<file path="config.mk">
export PLATFORM = sky130hd
export DESIGN_NAME = throttle_safety_ramp_gate_top
export DESIGN_NICKNAME = d
export VERILOG_FILES = /design/src/rtl/core/tsrg_pkg.sv /design/src/rtl/core/tsrg_step.sv /design/src/rtl/core/throttle_safety_ramp_gate_top.sv
export SDC_FILE = /design/constraint.sdc
export NUM_CORES = 1
export LEC_CHECK = 0
export ABC_AREA = 1
export BUFFER_PORTS_ARGS = -buffer_cell sky130_fd_sc_hd__buf_2
export CORE_ASPECT_RATIO = 0.6
export CORE_UTILIZATION = 35
export DETAILED_ROUTE_END_ITERATION = 12
export PLACE_DENSITY = 0.61
export REMOVE_ABC_BUFFERS = 1
export SYNTH_ARGS = -nofsm -noshare
export SYNTH_HDL_FRONTEND = slang
export SYNTH_SLANG_ARGS = --single-unit
</file>
<file path="constraint.sdc">
create_clock -name clk -period 6.9 [get_ports clk]
set_input_delay 0.345 -clock clk [delete_from_list [all_inputs] [get_ports clk]]
set_output_delay 0.345 -clock clk [all_outputs]
set_load 0.005 [all_outputs]
</file>
<file path="src/rtl/core/tsrg_pkg.sv">
package tsrg_pkg;

  localparam int PulseW    = 12;
  localparam int MarginW   = 8;
  localparam int BaseW     = 16;
  localparam int ThreshW   = 23;
  localparam int RpmW      = 24;
  localparam int TimeW     = 32;
  localparam int LimitW    = BaseW + MarginW;
  localparam int CfgAddrW  = 3;
  localparam int CfgDataW  = 23;
  localparam int InDataW   = 72;
  localparam int InFieldsW = 1 + PulseW + RpmW + TimeW;
  localparam int OutDataW  = 16;

  localparam logic [PulseW-1:0]  PulseMax          = 12'hFFF;
  localparam logic [PulseW-1:0]  NeutralPulseReset = 12'd1500;
  localparam logic [MarginW-1:0] ArmMarginReset    = 8'd50;
  localparam logic [MarginW-1:0] DriveMarginReset  = 8'd50;
  localparam logic [MarginW-1:0] RampStepReset     = 8'd10;
  localparam logic [BaseW-1:0]   RampBaseReset     = 16'd50;
  localparam logic [ThreshW-1:0] RpmThresholdReset = 23'd200;
  localparam logic [PulseW-1:0]  MinPulseReset     = 12'd1000;

  typedef enum logic [CfgAddrW-1:0] {
    REG_NEUTRAL_PULSE     = 3'd0,
    REG_ARM_MARGIN        = 3'd1,
    REG_DRIVE_MARGIN      = 3'd2,
    REG_RAMP_STEP         = 3'd3,
    REG_RAMP_BASE_MS      = 3'd4,
    REG_RPM_THRESHOLD     = 3'd5,
    REG_MIN_PULSE         = 3'd6,
    REG_AUTO_DECEL_ENABLE = 3'd7
  } cfg_idx_t;

  // Configuration as seen by the step logic; ramp_limit is base * step, registered.
  typedef struct packed {
    logic [PulseW-1:0]  neutral_pulse;
    logic [MarginW-1:0] arm_margin;
    logic [MarginW-1:0] drive_margin;
    logic [MarginW-1:0] ramp_step;
    logic [ThreshW-1:0] rpm_threshold;
    logic [PulseW-1:0]  min_pulse;
    logic               auto_decel_enable;
    logic [LimitW-1:0]  ramp_limit;
  } cfg_t;

  typedef struct packed {
    logic [PulseW-1:0]      drive;
    logic                   armed;
    logic                   released;
    logic [TimeW-1:0]       last_ramp;
    logic signed [RpmW-1:0] prev_rpm;
  } state_t;

  // Declared MSB first, so the first field lands in the highest bits.
  typedef struct packed {
    logic [TimeW-1:0]       now_ms;
    logic signed [RpmW-1:0] motor_rpm;
    logic [PulseW-1:0]      remote_throttle;
    logic                   link_ok;
  } item_t;

  // Strict window around neutral: v - m < n and v + m > n.
  function automatic logic in_window(logic [PulseW-1:0] v, logic [MarginW-1:0] m,
                                     logic [PulseW-1:0] n);
    logic [PulseW:0] v_ext;
    logic [PulseW:0] n_ext;
    logic [PulseW:0] m_ext;
    v_ext = {1'b0, v};
    n_ext = {1'b0, n};
    m_ext = {{(PulseW + 1 - MarginW){1'b0}}, m};
    return (v_ext < n_ext + m_ext) && (v_ext + m_ext > n_ext);
  endfunction

endpackage

</file>
<file path="src/rtl/core/tsrg_step.sv">
module tsrg_step (
  input  tsrg_pkg::cfg_t   cfg,
  input  tsrg_pkg::state_t state,
  input  tsrg_pkg::item_t  item,
  output tsrg_pkg::state_t state_nxt
);

  logic [tsrg_pkg::PulseW-1:0] drive1;
  logic                        armed1;
  logic                        take_remote;
  logic                        gated;
  logic                        win_arm;
  logic                        win_safe;
  logic                        fast;
  logic                        due;
  logic                        match;
  logic                        rpm_rising;
  logic [tsrg_pkg::PulseW:0]   drive_ext;
  logic [tsrg_pkg::PulseW:0]   remote_ext;
  logic [tsrg_pkg::PulseW:0]   step_ext;
  logic [tsrg_pkg::PulseW:0]   margin_ext;
  logic [tsrg_pkg::PulseW:0]   up_sum;
  logic [tsrg_pkg::PulseW-1:0] step_up;
  logic [tsrg_pkg::PulseW-1:0] step_down;
  logic [tsrg_pkg::PulseW-1:0] lost_down;
  logic [tsrg_pkg::TimeW-1:0]  elapsed;

  assign win_arm     = tsrg_pkg::in_window(item.remote_throttle, cfg.arm_margin,
                                           cfg.neutral_pulse);
  assign take_remote = item.link_ok && state.armed && state.released;
  assign drive1      = take_remote ? item.remote_throttle : state.drive;
  assign armed1      = state.armed || (item.link_ok && win_arm);
  assign gated       = !item.link_ok || !armed1 || !state.released;
  assign win_safe    = tsrg_pkg::in_window(drive1, cfg.drive_margin, cfg.neutral_pulse);

  assign fast = $signed({item.motor_rpm[tsrg_pkg::RpmW-1], item.motor_rpm}) >
                $signed({1'b0, cfg.rpm_threshold, 1'b0});

  assign elapsed = item.now_ms - state.last_ramp;
  assign due     = elapsed > {{(tsrg_pkg::TimeW - tsrg_pkg::LimitW){1'b0}}, cfg.ramp_limit};

  assign drive_ext  = {1'b0, drive1};
  assign remote_ext = {1'b0, item.remote_throttle};
  assign step_ext   = {{(tsrg_pkg::PulseW + 1 - tsrg_pkg::MarginW){1'b0}}, cfg.ramp_step};
  assign margin_ext = {{(tsrg_pkg::PulseW + 1 - tsrg_pkg::MarginW){1'b0}}, cfg.drive_margin};

  // Remote within drive +/- drive_margin, rearranged to stay unsigned.
  assign match = (remote_ext + margin_ext >= drive_ext) &&
                 (remote_ext <= drive_ext + margin_ext);

  assign up_sum    = drive_ext + step_ext;
  assign step_up   = up_sum[tsrg_pkg::PulseW] ? tsrg_pkg::PulseMax
                                              : up_sum[tsrg_pkg::PulseW-1:0];
  assign step_down = (drive_ext > step_ext) ? drive1 - step_ext[tsrg_pkg::PulseW-1:0]
                                            : '0;
  // Link-lost ramp down is floored at min_pulse; a drive below the floor is raised to it.
  assign lost_down = (drive_ext < {1'b0, cfg.min_pulse} + step_ext)
                     ? cfg.min_pulse
                     : drive1 - step_ext[tsrg_pkg::PulseW-1:0];
  assign rpm_rising = item.motor_rpm > state.prev_rpm;

  always_comb begin
    state_nxt       = state;
    state_nxt.drive = drive1;
    state_nxt.armed = armed1;
    if (gated) begin
      if (!win_safe) begin
        state_nxt.armed = 1'b0;
      end
      if (cfg.auto_decel_enable) begin
        if (fast) begin
          state_nxt.released = 1'b0;
          if (due) begin
            state_nxt.last_ramp = item.now_ms;
            if (item.link_ok) begin
              if (match) begin
                state_nxt.armed    = 1'b1;
                state_nxt.released = 1'b1;
              end else if (item.remote_throttle > drive1) begin
                state_nxt.drive = step_up;
              end else if (item.remote_throttle < drive1) begin
                state_nxt.drive = step_down;
              end
            end else begin
              if (rpm_rising || drive1 > cfg.neutral_pulse) begin
                state_nxt.drive = lost_down;
              end
              state_nxt.prev_rpm = item.motor_rpm;
            end
          end
        end else if (!win_safe) begin
          if (due) begin
            state_nxt.last_ramp = item.now_ms;
            state_nxt.drive     = (drive1 < cfg.neutral_pulse) ? step_up : step_down;
          end
        end else begin
          state_nxt.released = 1'b1;
        end
      end else begin
        state_nxt.drive    = cfg.neutral_pulse;
        state_nxt.released = 1'b1;
      end
    end
  end

endmodule

</file>
<file path="src/rtl/core/throttle_safety_ramp_gate_top.sv">
// Throttle safety gate with arming, release and drive ramping.
// The in_ stream carries one control tick per request: link status, remote
// throttle pulse, motor rpm and a millisecond timestamp. The out_ stream
// returns one request per tick with the drive pulse and the armed and
// released flags as they stand after that tick.
// A request accepted into the input register passes through the step logic
// into the result register, from which the receiver takes it. Throughput is
// one request per cycle while the receiver does not stall; the step logic
// is a single pass of compares and adds between the input register and the
// result register. When the receiver stalls, the result register holds, the
// input register fills, and in_tready drops only while both are occupied.
// The cfg_ port writes register cfg_addr with cfg_wdata whenever cfg_we is
// high; write it only while the block is idle. The ramp interval product is
// registered in the cycle after a write.
// Synchronous active-low reset returns the cfg_ registers to their defaults,
// sets the drive to 1500, clears both flags and empties both stages.
module throttle_safety_ramp_gate_top (
  input  logic                            clk,
  input  logic                            rst_n,
  input  logic                            in_tvalid,
  output logic                            in_tready,
  // link_ok[0], remote_throttle[12:1], motor_rpm[36:13], now_ms[68:37], zero fill
  input  logic [tsrg_pkg::InDataW-1:0]    in_tdata,
  output logic                            out_tvalid,
  input  logic                            out_tready,
  // drive_pulse[11:0], armed[12], released[13], zero fill
  output logic [tsrg_pkg::OutDataW-1:0]   out_tdata,
  input  logic                            cfg_we,
  input  logic [tsrg_pkg::CfgAddrW-1:0]   cfg_addr,
  input  logic [tsrg_pkg::CfgDataW-1:0]   cfg_wdata
);

  logic [tsrg_pkg::PulseW-1:0]  neutral_pulse_r;
  logic [tsrg_pkg::MarginW-1:0] arm_margin_r;
  logic [tsrg_pkg::MarginW-1:0] drive_margin_r;
  logic [tsrg_pkg::MarginW-1:0] ramp_step_r;
  logic [tsrg_pkg::BaseW-1:0]   ramp_base_r;
  logic [tsrg_pkg::ThreshW-1:0] rpm_threshold_r;
  logic [tsrg_pkg::PulseW-1:0]  min_pulse_r;
  logic                         auto_decel_r;
  logic [tsrg_pkg::LimitW-1:0]  ramp_limit_r;

  tsrg_pkg::cfg_t   cfg;
  tsrg_pkg::state_t state_r;
  tsrg_pkg::state_t state_nxt;
  tsrg_pkg::item_t  s1_item_r;
  logic             s1_valid_r;
  logic             out_valid_r;
  logic [tsrg_pkg::OutDataW-1:0] out_data_r;
  logic             advance;

  always_ff @(posedge clk) begin
    if (!rst_n) begin
      neutral_pulse_r <= tsrg_pkg::NeutralPulseReset;
      arm_margin_r    <= tsrg_pkg::ArmMarginReset;
      drive_margin_r  <= tsrg_pkg::DriveMarginReset;
      ramp_step_r     <= tsrg_pkg::RampStepReset;
      ramp_base_r     <= tsrg_pkg::RampBaseReset;
      rpm_threshold_r <= tsrg_pkg::RpmThresholdReset;
      min_pulse_r     <= tsrg_pkg::MinPulseReset;
      auto_decel_r    <= 1'b1;
    end else if (cfg_we) begin
      unique case (tsrg_pkg::cfg_idx_t'(cfg_addr))
        tsrg_pkg::REG_NEUTRAL_PULSE:     neutral_pulse_r <= cfg_wdata[tsrg_pkg::PulseW-1:0];
        tsrg_pkg::REG_ARM_MARGIN:        arm_margin_r    <= cfg_wdata[tsrg_pkg::MarginW-1:0];
        tsrg_pkg::REG_DRIVE_MARGIN:      drive_margin_r  <= cfg_wdata[tsrg_pkg::MarginW-1:0];
        tsrg_pkg::REG_RAMP_STEP:         ramp_step_r     <= cfg_wdata[tsrg_pkg::MarginW-1:0];
        tsrg_pkg::REG_RAMP_BASE_MS:      ramp_base_r     <= cfg_wdata[tsrg_pkg::BaseW-1:0];
        tsrg_pkg::REG_RPM_THRESHOLD:     rpm_threshold_r <= cfg_wdata[tsrg_pkg::ThreshW-1:0];
        tsrg_pkg::REG_MIN_PULSE:         min_pulse_r     <= cfg_wdata[tsrg_pkg::PulseW-1:0];
        tsrg_pkg::REG_AUTO_DECEL_ENABLE: auto_decel_r    <= cfg_wdata[0];
        default: ;
      endcase
    end
  end

  // Interval product settles before use if cfg_ is written idle; not enforced.
  always_ff @(posedge clk) begin
    ramp_limit_r <= {{(tsrg_pkg::LimitW - tsrg_pkg::BaseW){1'b0}}, ramp_base_r} *
                    {{(tsrg_pkg::LimitW - tsrg_pkg::MarginW){1'b0}}, ramp_step_r};
  end

  assign cfg.neutral_pulse     = neutral_pulse_r;
  assign cfg.arm_margin        = arm_margin_r;
  assign cfg.drive_margin      = drive_margin_r;
  assign cfg.ramp_step         = ramp_step_r;
  assign cfg.rpm_threshold     = rpm_threshold_r;
  assign cfg.min_pulse         = min_pulse_r;
  assign cfg.auto_decel_enable = auto_decel_r;
  assign cfg.ramp_limit        = ramp_limit_r;

  assign advance   = s1_valid_r && (!out_valid_r || out_tready);
  assign in_tready = !s1_valid_r || advance;

  always_ff @(posedge clk) begin
    if (!rst_n) begin
      s1_valid_r <= 1'b0;
    end else if (in_tready) begin
      s1_valid_r <= in_tvalid;
    end
  end

  always_ff @(posedge clk) begin
    if (in_tvalid && in_tready) begin
      s1_item_r <= tsrg_pkg::item_t'(in_tdata[tsrg_pkg::InFieldsW-1:0]);
    end
  end

  tsrg_step u_step (
    .cfg       (cfg),
    .state     (state_r),
    .item      (s1_item_r),
    .state_nxt (state_nxt)
  );

  always_ff @(posedge clk) begin
    if (!rst_n) begin
      state_r.drive     <= tsrg_pkg::NeutralPulseReset;
      state_r.armed     <= 1'b0;
      state_r.released  <= 1'b0;
      state_r.last_ramp <= '0;
      state_r.prev_rpm  <= '0;
    end else if (advance) begin
      state_r <= state_nxt;
    end
  end

  always_ff @(posedge clk) begin
    if (!rst_n) begin
      out_valid_r <= 1'b0;
    end else if (advance) begin
      out_valid_r <= 1'b1;
    end else if (out_tready) begin
      out_valid_r <= 1'b0;
    end
  end

  always_ff @(posedge clk) begin
    if (advance) begin
      out_data_r <= {2'b00, state_nxt.released, state_nxt.armed, state_nxt.drive};
    end
  end

  assign out_tvalid = out_valid_r;
  assign out_tdata  = out_data_r;

endmodule

</file>
### Word-level counts from Yosys, hierarchy flattened

Cells that the tools add are included.

* bits in registers: 267
* input bits: 103
* output and inout port bits: 18
* word-level logic and storage cells: 120

* add/sub/neg operators: 9
* $mul: 1
* order comparisons: 15
* equal/unequal tests: 9
* multiplexer cells: 32
* bitwise gates (word level): 1
* reductions and logical operators: 32

Operators with widths (count)
* 12-bit 2-to-1 mux: 14
* 70-bit 2-to-1 mux: 2
* 12-bit by 8-bit adder with 13-bit output: 7
* 32-bit 2-to-1 mux: 2
* 56-bit 2-to-1 mux: 1
* 24-bit 2-to-1 mux: 2
* 12-bit by 13-bit less-than comparator with 1-bit output: 3
* 33-bit 2-to-1 mux: 1
* 32-bit by 24-bit greater-than comparator with 1-bit output: 1
* 32-bit subtractor: 1
* 13-bit by 12-bit greater-than comparator with 1-bit output: 2
* 24-bit by 25-bit greater-than comparator with 1-bit output: 1
* 12-bit greater-than comparator: 2
* 24-bit greater-than comparator: 1
* 12-bit less-than comparator: 2
* 16-bit by 8-bit multiplier with 24-bit output: 1
* 2-bit AND reduction: 8
* 13-bit by 12-bit >= comparator with 1-bit output: 1
* 12-bit by 13-bit <= comparator with 1-bit output: 1
* 3-bit == test (second input constant): 4
* 12-bit by 8-bit greater-than comparator with 1-bit output: 1
* 6-bit AND reduction: 2
* 12-bit by 8-bit subtractor with 12-bit output: 1
* 1-bit logical AND: 8
* other kinds (10): 30

### Logic depth before layout (Yosys ltp)

Gate-level depths: netlist (run 1).

* word-level depth: 15
* mapped depth: 39

### Hierarchy

A second synthesis (run 1) with hierarchy kept.

* cells, all modules: 3748
* area, all modules: 26093.8 sq um

Modules (own cells, without submodules)
* throttle_safety_ramp_gate_top: times used 1, cells an instance 1555, area each 13325.3 sq um
* tsrg_step: times used 1, cells an instance 2193, area each 12768.5 sq um

### Least setup slack after synthesis (run 1)

OpenSTA, ideal clock, no wires.

* path kind: register to register
* start point: register s1_item_r[0] (netlist name)
* end point: register out_data_r (netlist bit out_tdata[6]), data pin
* setup time: 0.249 ns
* arrival time: 4.981 ns
* required time: 6.651 ns
* setup slack: 1.670 ns
* cell stages (with the launch flop): 32
* path buffers: 4
* period minus slack after synthesis: 5.230 ns
* cell sequence: edfxtp_1 -> nand3_2 -> buf_6 -> buf_6 -> buf_2 -> o21ai_0 -> ha_1 -> a21o_1 -> a21oi_1 -> o21ai_0 -> a21oi_1 -> o21bai_1 -> a21oi_1 -> or2_2 -> or2_2 -> xor2_1 -> inv_1 -> ha_1 -> nand2_1 -> nor4_1 -> nand2_1 -> nand2_1 -> nand2_1 -> nand2_1 -> buf_2 -> o2111ai_1 -> nand2_1 -> nand2_1 -> nand2_1 -> nand2_1 -> nand2_1 -> inv_1

RTL lines
* start: declaration: line throttle_safety_ramp_gate_top.sv:46 `tsrg_pkg::item_t s1_item_r;`
* start signal: assignment: line throttle_safety_ramp_gate_top.sv:105 `s1_item_r <= tsrg_pkg::item_t'(in_tdata[tsrg_pkg::InFieldsW-1:0]);`
* end signal: assignment: line throttle_safety_ramp_gate_top.sv:140 `out_data_r <= {2'b00, state_nxt.released, state_nxt.armed, state_nxt.drive};`
* end: declaration: line throttle_safety_ramp_gate_top.sv:49 `logic [tsrg_pkg::OutDataW-1:0] out_data_r;`

### Worst setup path in the final report (run 1)

* start point: register ramp_step_r[4] (netlist name)
* end point: register ramp_limit_r[23] (netlist name)

* cells in the longest elaborated chain, start to end: 1

RTL lines
* start: declaration: line throttle_safety_ramp_gate_top.sv:36 `logic [tsrg_pkg::MarginW-1:0] ramp_step_r;`
* start signal: assignment: line throttle_safety_ramp_gate_top.sv:57 `ramp_step_r <= tsrg_pkg::RampStepReset;`
* start signal: assignment: line throttle_safety_ramp_gate_top.sv:67 `tsrg_pkg::REG_RAMP_STEP: ramp_step_r <= cfg_wdata[tsrg_pkg::MarginW-1:0];`
* 16-bit by 8-bit multiplier with 24-bit output: line throttle_safety_ramp_gate_top.sv:79 `ramp_limit_r <= {{(tsrg_pkg::LimitW - tsrg_pkg::BaseW){1'b0}}, ramp_base_r} *`
* end signal: assignment: line throttle_safety_ramp_gate_top.sv:79
* end: declaration: line throttle_safety_ramp_gate_top.sv:41 `logic [tsrg_pkg::LimitW-1:0] ramp_limit_r;`

No other way between the ends.
A chain may end at the register's enable or synchronous reset.

==> results of run 1 <==
state kept, by name, indices dropped and copies added, names as in the netlist:
signal	flops
state_r	70
arm_margin_r	8
out_tvalid	1
out_tdata	14
neutral_pulse_r	12
s1_item_r	69
ramp_limit_r	24
auto_decel_r	1
s1_valid_r	1
drive_margin_r	8
ramp_base_r	16
rpm_threshold_r	23
ramp_step_r	8
min_pulse_r	12
power groups by stage:
| stage | Sequential (uW) | Clock (uW) | Combinational [uW] |
|---|---|---|---|
| 2_1_floorplan | 1840 | 0 | 1500 |
| 3_3_place_gp | 1880 | 0 | 2070 |
| 3_5_place_dp | 1880 | 0 | 2100 |
| 4_1_cts | 1850 | 1720 | 2140 |
| 5_1_grt | 1860 | 1780 | 2470 |
| 6_report | 1850 | 1670 | 2180 |
repair_timing:
action,CTS,global route
resized for setup,0,0
setup endpoints to repair,0,0
buffers inserted,0,0
hold buffers,71,0
endpoints found under the hold margin,71,0
cells in the mapped netlist (9+ instances only):
library cell and count:
a21o_1 9, a21oi_1 202, a31oi_1 10, buf_2 18, buf_4 9, clkbuf_1 68, dfxtp_1 184, edfxtp_1 83
fa_1 93, ha_1 319, inv_1 567, nand2_1 967, nand2_2 13, nand3_1 148, nand3b_1 16, nand4_1 42
nor2_1 337, nor3_1 56, o211ai_1 21, o21ai_0 153, o21bai_1 12, xnor2_1 27, xor2_1 81
worst paths after layout:
check | startpoint | to | cells after the start
worst max-delay path | ramp_step_r[4] | ramp_limit_r[23] | 20
worst min-delay path | cfg_wdata[15] | ramp_base_r[15] | 3
worst max register to register | ramp_step_r[4] | ramp_limit_r[23] | 20
worst min register to register | rpm_threshold_r[15] | rpm_threshold_r[15] | 2
area by class of cell:
type,count,share of cell area [%]
repair buffers,220,5.52
well taps,924,4.13
flip-flops and latches,267,22.1
inverters,572,7.68
multi-input cells,2581,57.0
clock buffers,41,3.01
clock inverters,13,0.612
per-stage QoR:
| stage | hold WS (ns) | cells |
|---|---|---|
| after CTS | 0.000977 | 4618 |
| final | 0.0221 | 4618 |
| after detailed placement | 0.455 | 4493 |
| after global placement | 0.450 | 4493 |
| after floorplan | 0.429 | 3420 |
| after global routing | 0.0145 | 4618 |
cells by family after synthesis:
logic type / count (synthesis)
compound gates: 449
xor+xnor: 108
fa+ha+maj: 412
buf+inv: 677
flops: 267
other cells: 1
simple gates: 1610
per-layer routing:
layer	part of all wire [%]	GRT usage, %
met5	0	0
met4	1.5	3.25
met2	36	28.1
met3	10	5.56
met1	52	33.2
worst max-delay path: cells and delay by family, from the launching register on:
kind / cells / cell delay [ns]
AOI/OAI and AO/OA: 5 / 1.14
adders and majority gates: 5 / 2.40
buffers and inverters: 1 / 0.06
DFF: 1 / 1.00
and+or+nand+nor: 9 / 1.03
==> results.yml, run 1 <==
power_and_ir_drop:
  powerDensity_nw_per_um2: 204
  ir_worst_vdd_uv: 186
  power.leakage_uw: 0.0147
  seqPwrFrac_pct: 32.5
  sw_frac_of_total_pct: 38.6
  clkPwrFrac_pct: 29.3
  power_uw: 5700
  comb_power_share_pct: 38.2
  power.switching_uw: 2200
  intPower_uw: 3500
logic_synthesis:
  synth_fa_ha_area_share_pct: 23.6
  netlist_area_sq_um: 24800
  yosysSeqAreaShare_pct: 24.9
  async_flop_share_pct: 0
  ys_ff_latch: 267
  synth_compound_area_share_pct: 10.2
  synth_warnings: 0
  yosys.area.top_type_share_pct: 16.1
  synthFlopType: "dfxtp_1"
  synth_edf_count: 83
  syn_avg_cell_area_sq_um: 7.03
  synthTopCellsByArea: "ha_1 16%, dfxtp_1 15%, nand2_1 15%"
  syn_inst: 3524
  synthSimpleGateAreaFrac_pct: 26.7
  synthXorXnorAreaFrac_pct: 3.82
  yosys.cell_types.count: 56
  muxShareOfSynthArea_pct: 0
  yosys.area.top_type: "ha_1"
  synth_top_family_by_area: "simple AND/OR/NAND/NOR gates"
timing:
  fmax_mhz: 174
  period_share_pct: 83.1
  slew_headroom_pct: 23.7
  rsz0062_at_grt: "no"
  hold_viol: 0
  worst_slack_ns: 1.17
  clock_skew_ns: 0.0235
  period_needed_ns: 5.73
  final-max-slew-violation-count: 0
  setup_tns_ns: 0
  worst_pin_slew_ns: 1.15
  setup_viol: 0
global_routing:
  grt_first_pass_wirelength_mm: 119
  grt-ovfl-total: 0
  grt_max_degree: 111
  grt_usage_pct: 21.0
  antenna_found_initial: 0
  grt_pass1_vias: 21078
clock_network:
  cts_max_level: 1
  cts.sinks: 267
  path_clk_slew_ns: 0.07
  insertion_delay_ns: 0.60
  numCtsBuffers: 29
  cts-root-buf: "clkbuf_16"
  cts_buffer_depth: 3
  cts_tree: "done"
worst_setup_path:
  cpMaxStageDelayCell: "dfxtp_1"
  crit_arrival_ns: 6.20
  crit_chain: "nand2_1 -> fa_1 -> fa_1 -> inv_1 -> fa_1 -> fa_1 -> ha_1 -> nand2_1 -> o21ai_0 -> nor2_1 -> nor2_1 -> nor2_1 -> nor2_1 -> o22ai_1 -> o21ai_0 -> a21boi_0 -> o21ai_0 -> nand4_1 -> nand3b_1 -> nand2_1"
  path_max_fanout: 19
  rrSetupSlack_ns: 1.17
  endpoint_kind: "flip-flop"
  crit_path_start_kind: "flip-flop"
  crit_required_ns: 7.37
  critPathMaxStageDelay_ns: 1.00
  critical_path_class: "reg2reg"
place:
  place_area_sq_um: 26300
  place_ws_ns: 1.29
  dp_hpwl_mm: 59.1
  portBuffers: 115
  globalplace.congestion: 0.994
min_path:
  hp-class: "in2reg"
floorplanning:
  rows: 75
  die_area_sq_um: 71900
  die_w_microns: 345
  core_area_sq_um: 69900
  dieHeight_microns: 208
  pin_count: 121
  start_util_pct: 35.4
finish:
  final_layout_size_suffix_gt1_share_pct: 6.55
  multiInputGateArea_sq_um: 15900
  regArea_sq_um: 6180
  final_common_cell: "nand2_1"
  antennaDiodeCount: 0
  postLayoutCellArea_sq_um: 28000
  fin_util_pct: 40.0
  fill_cells: 7278
  final_cell_mix: "967 x nand2_1, 566 x inv_1, 337 x nor2_1"
  syn_to_final_growth_pct: 13.0
  nets: 4186
detailed_routing:
  ant_nets: 0
  avgRoutedWirePerCell_microns: 16.5
  drt_wl_total_mm: 76.1
  first_pass_iters: 5
  drcViolationCount: 0
  dr.first_iter.drc_count: 1898
  viasPerCell: 4.91
  num_vias: 22697
job:
  maxCapViolations: 0
outcome:
  status: "finished, final reports clean"
Power figures use the tool's default switching activity.
==> inputs of run 2 (changes only) <==
- ABC_AREA: 1 -> 0
- PLACE_DENSITY: 0.61 -> 0.63
- clock period: 6.9 -> 4.85 ns (I/O delays scaled with it)
==> results.yml, run 2 <==
logic_synthesis:
  synth.top_cells.by_count: "384 x nand2_1, 319 x ha_1, 277 x inv_1"
  syn_inst: 2724
  yosys.area.top_type_share_pct: 17.0
  netlist_area_sq_um: 23500
  synthTopCellsByArea: "ha_1 17%, dfxtp_1 16%, edfxtp_1 11%"
  yosys.area.top_type: "ha_1"
  synth_edf_count: 83
  synth_top_family_by_area: "adder cells"
  yosys.cell_types.count: 104
  synthXorXnorAreaFrac_pct: 4.35
  synth_warnings: 0
  syn_avg_cell_area_sq_um: 8.64
  synthFlopType: "dfxtp_1"
  synth_fa_ha_area_share_pct: 24.9
  synth_compound_area_share_pct: 17.7
  yosysSeqAreaShare_pct: 26.2
  ys_ff_latch: 267
  synthSimpleGateAreaFrac_pct: 18.3
  async_flop_share_pct: 0
  yosysMostFrequentCell: "nand2_1"
  muxShareOfSynthArea_pct: 1.93
worst_setup_path:
  endpoint_kind: "flip-flop"
  crit_required_ns: 5.21
  critical_path_class: "reg2reg"
  path_max_fanout: 6
  reg2regPathDepth: 23
  r2r-end: "out_tdata[6]"
  rrSetupSlack_ns: -0.72
  r2r-start: "s1_item_r[41]"
  crit_path_start_kind: "flip-flop"
  crit_arrival_ns: 5.93
detailed_routing:
  first_pass_iters: 6
  dr.first_iter.drc_count: 1621
  num_vias: 21324
  ant_nets: 0
  drt_wl_total_mm: 75.7
  avgRoutedWirePerCell_microns: 18.3
  viasPerCell: 5.14
  drcViolationCount: 0
timing:
  whs_ns: 0.0418
  final-max-slew-violation-count: 0
  worst_slack_ns: -0.715
  period_needed_ns: 5.57
  hold_viol: 0
  clock_skew_ns: 0.0326
  setup_viol: 86
  setup_tns_ns: -53.87
  rsz0062_at_grt: "yes"
  fmax_mhz: 180
  worst_pin_slew_ns: 1.33
  slew_headroom_pct: 10.5
  period_share_pct: 115
global_routing:
  grt_pass1_vias: 20248
  grt_first_pass_wirelength_mm: 117
  grt_usage_pct: 21.9
  grt_max_degree: 72
  use_met2_pct: 29.0
  met1_usage_pct: 34.6
  grt_util_met3_pct: 6.01
  grt-ovfl-total: 0
  grt-busiest-layer: "met1"
  antenna_found_initial: 4
finish:
  final_cell_mix: "375 x nand2_1, 334 x buf_4, 310 x ha_1"
  final_common_cell: "nand2_1"
  multiInputGateArea_sq_um: 16600
  regArea_sq_um: 6200
  regMostFlops: "state_r"
  nets: 3737
  final_layout_size_suffix_gt1_share_pct: 22.3
  fill_cells: 6469
  syn_to_final_growth_pct: 29.1
  top_regs: "state_r: 70 flops, s1_item_r: 69 flops, ramp_limit_r: 24 flops"
  largest_reg_flops: 70
power_and_ir_drop:
  ir_worst_vdd_uv: 287
  clkPwrFrac_pct: 26.6
  seqPwrFrac_pct: 29.0
  power.leakage_uw: 0.0136
  powerDensity_nw_per_um2: 294
  intPower_uw: 5650
  sw_frac_of_total_pct: 36.7
  comb_power_share_pct: 44.4
  power.switching_uw: 3270
min_path:
  min_to: "auto_decel_r"
  whs_path_depth: 4
  hp-class: "in2reg"
  worstHoldStart: "cfg_we"
place:
  dp_hpwl_mm: 59.4
  globalplace.congestion: 0.983
  place_ws_ns: -1.21
  portBuffers: 115
clock_network:
  numCtsBuffers: 30
  cts.sinks: 267
  path_clk_slew_ns: 0.07
  insertion_delay_ns: 0.63
  cts_tree: "done"
  cts-root-buf: "clkbuf_16"
  cts_max_level: 1
  cts_buffer_depth: 3
floorplanning:
  start_util_pct: 35.5
  pin_count: 121
  rows: 73
  die_w_microns: 337
  dieHeight_microns: 203
  core_area_sq_um: 66300
  die_area_sq_um: 68300
outcome:
  violations: "setup timing"
  status: "complete, but fails checks"
job:
  maxCapViolations: 0
[run 2: metrics by stage]
| stage | util, % | power (uW) | cell area (sq um) | std cells |
|---|---|---|---|---|
| global placement | 41.3 | 6150 | 27400 | 3973 |
| detailed placement | 41.3 | 6150 | 27400 | 3973 |
| finish | 45.8 | 8920 | 30400 | 4147 |
| floorplan | - | 4720 | 23000 | 2621 |
| global route | 45.8 | 9480 | 30400 | 4146 |
| CTS | 45.2 | 8820 | 30000 | 4132 |
[run 2: logic make-up (layout without fill, tap and decap cells)]
family	after synthesis	in the layout
simple gates	888	888
flops	267	267
fa+ha+maj	412	412
buf+inv	383	904
mux	44	44
other cells	1	3
xor+xnor	117	117
compound gates	612	612
[run 2: worst max-delay path by stage]
stage / from / to / slack, ns / cells after the start
after global placement: s1_item_r[37] / state_r[28] / -1.16 / 26
after detailed placement: s1_item_r[37] / state_r[28] / -1.21 / 26
after global routing: s1_item_r[38] / state_r[29] / -0.95 / 24
after CTS: s1_item_r[37] / state_r[60] / -0.70 / 24
after floorplan: s1_item_r[0] / state_r[26] / -0.98 / 21
final: s1_item_r[41] / out_tdata[6] / -0.72 / 23
[run 2: repair_timing]
item	CTS	global route
hold buffers	88	0
setup endpoints to repair	88	88
endpoints found under the hold margin	99	0
gates cloned	3	0
gates resized for setup	152	80
pin swaps	43	61
buffers inserted	12	18
[run 2: layout make-up]
cell class                 count  share of cell area (%)
inverter                     279                    3.45
sequential                   267                    20.4
tap                          900                    3.71
timing repair buffer         569                    14.5
antenna                        1                 0.00824
multi-input combinational   2075                    54.6
clock inverter                17                   0.552
clock buffer                  39                    2.75
[run 2: critical path, stage by stage, from the launching register on]
cell and delay (ns):
edfxtp_1 0.43, ha_4 0.31, o211ai_1 0.11, o211a_1 0.29, buf_4 0.15, or4_1 0.57, nand3b_1 0.16, buf_4 0.15
xor2_1 0.20, ha_1 0.26, nand4_1 0.13, nor4bb_4 0.08, o21ai_1 0.13, a31o_2 0.19, o211ai_1 0.16, a22o_1 0.22
a2111o_1 0.37, or4_4 0.47, or2_4 0.32, buf_6 0.14, buf_12 0.12, nand2_8 0.08, o32a_1 0.19, nand2_1 0.06
[run 2: power by group through the flow]
stage | Clock [uW] | Combinational [uW] | Sequential, uW
floorplan | 0 | 2120 | 2600
global placement | 0 | 3520 | 2640
detailed placement | 0 | 3510 | 2630
CTS | 2430 | 3800 | 2590
global route | 2520 | 4350 | 2600
finish | 2370 | 3960 | 2590
[run 2: layer usage]
metal,routed length [microns],up-vias
met2,28100,678
met5,0,-
met3,7010,84
met4,1170,0
li1,-,10474
met1,39500,10088
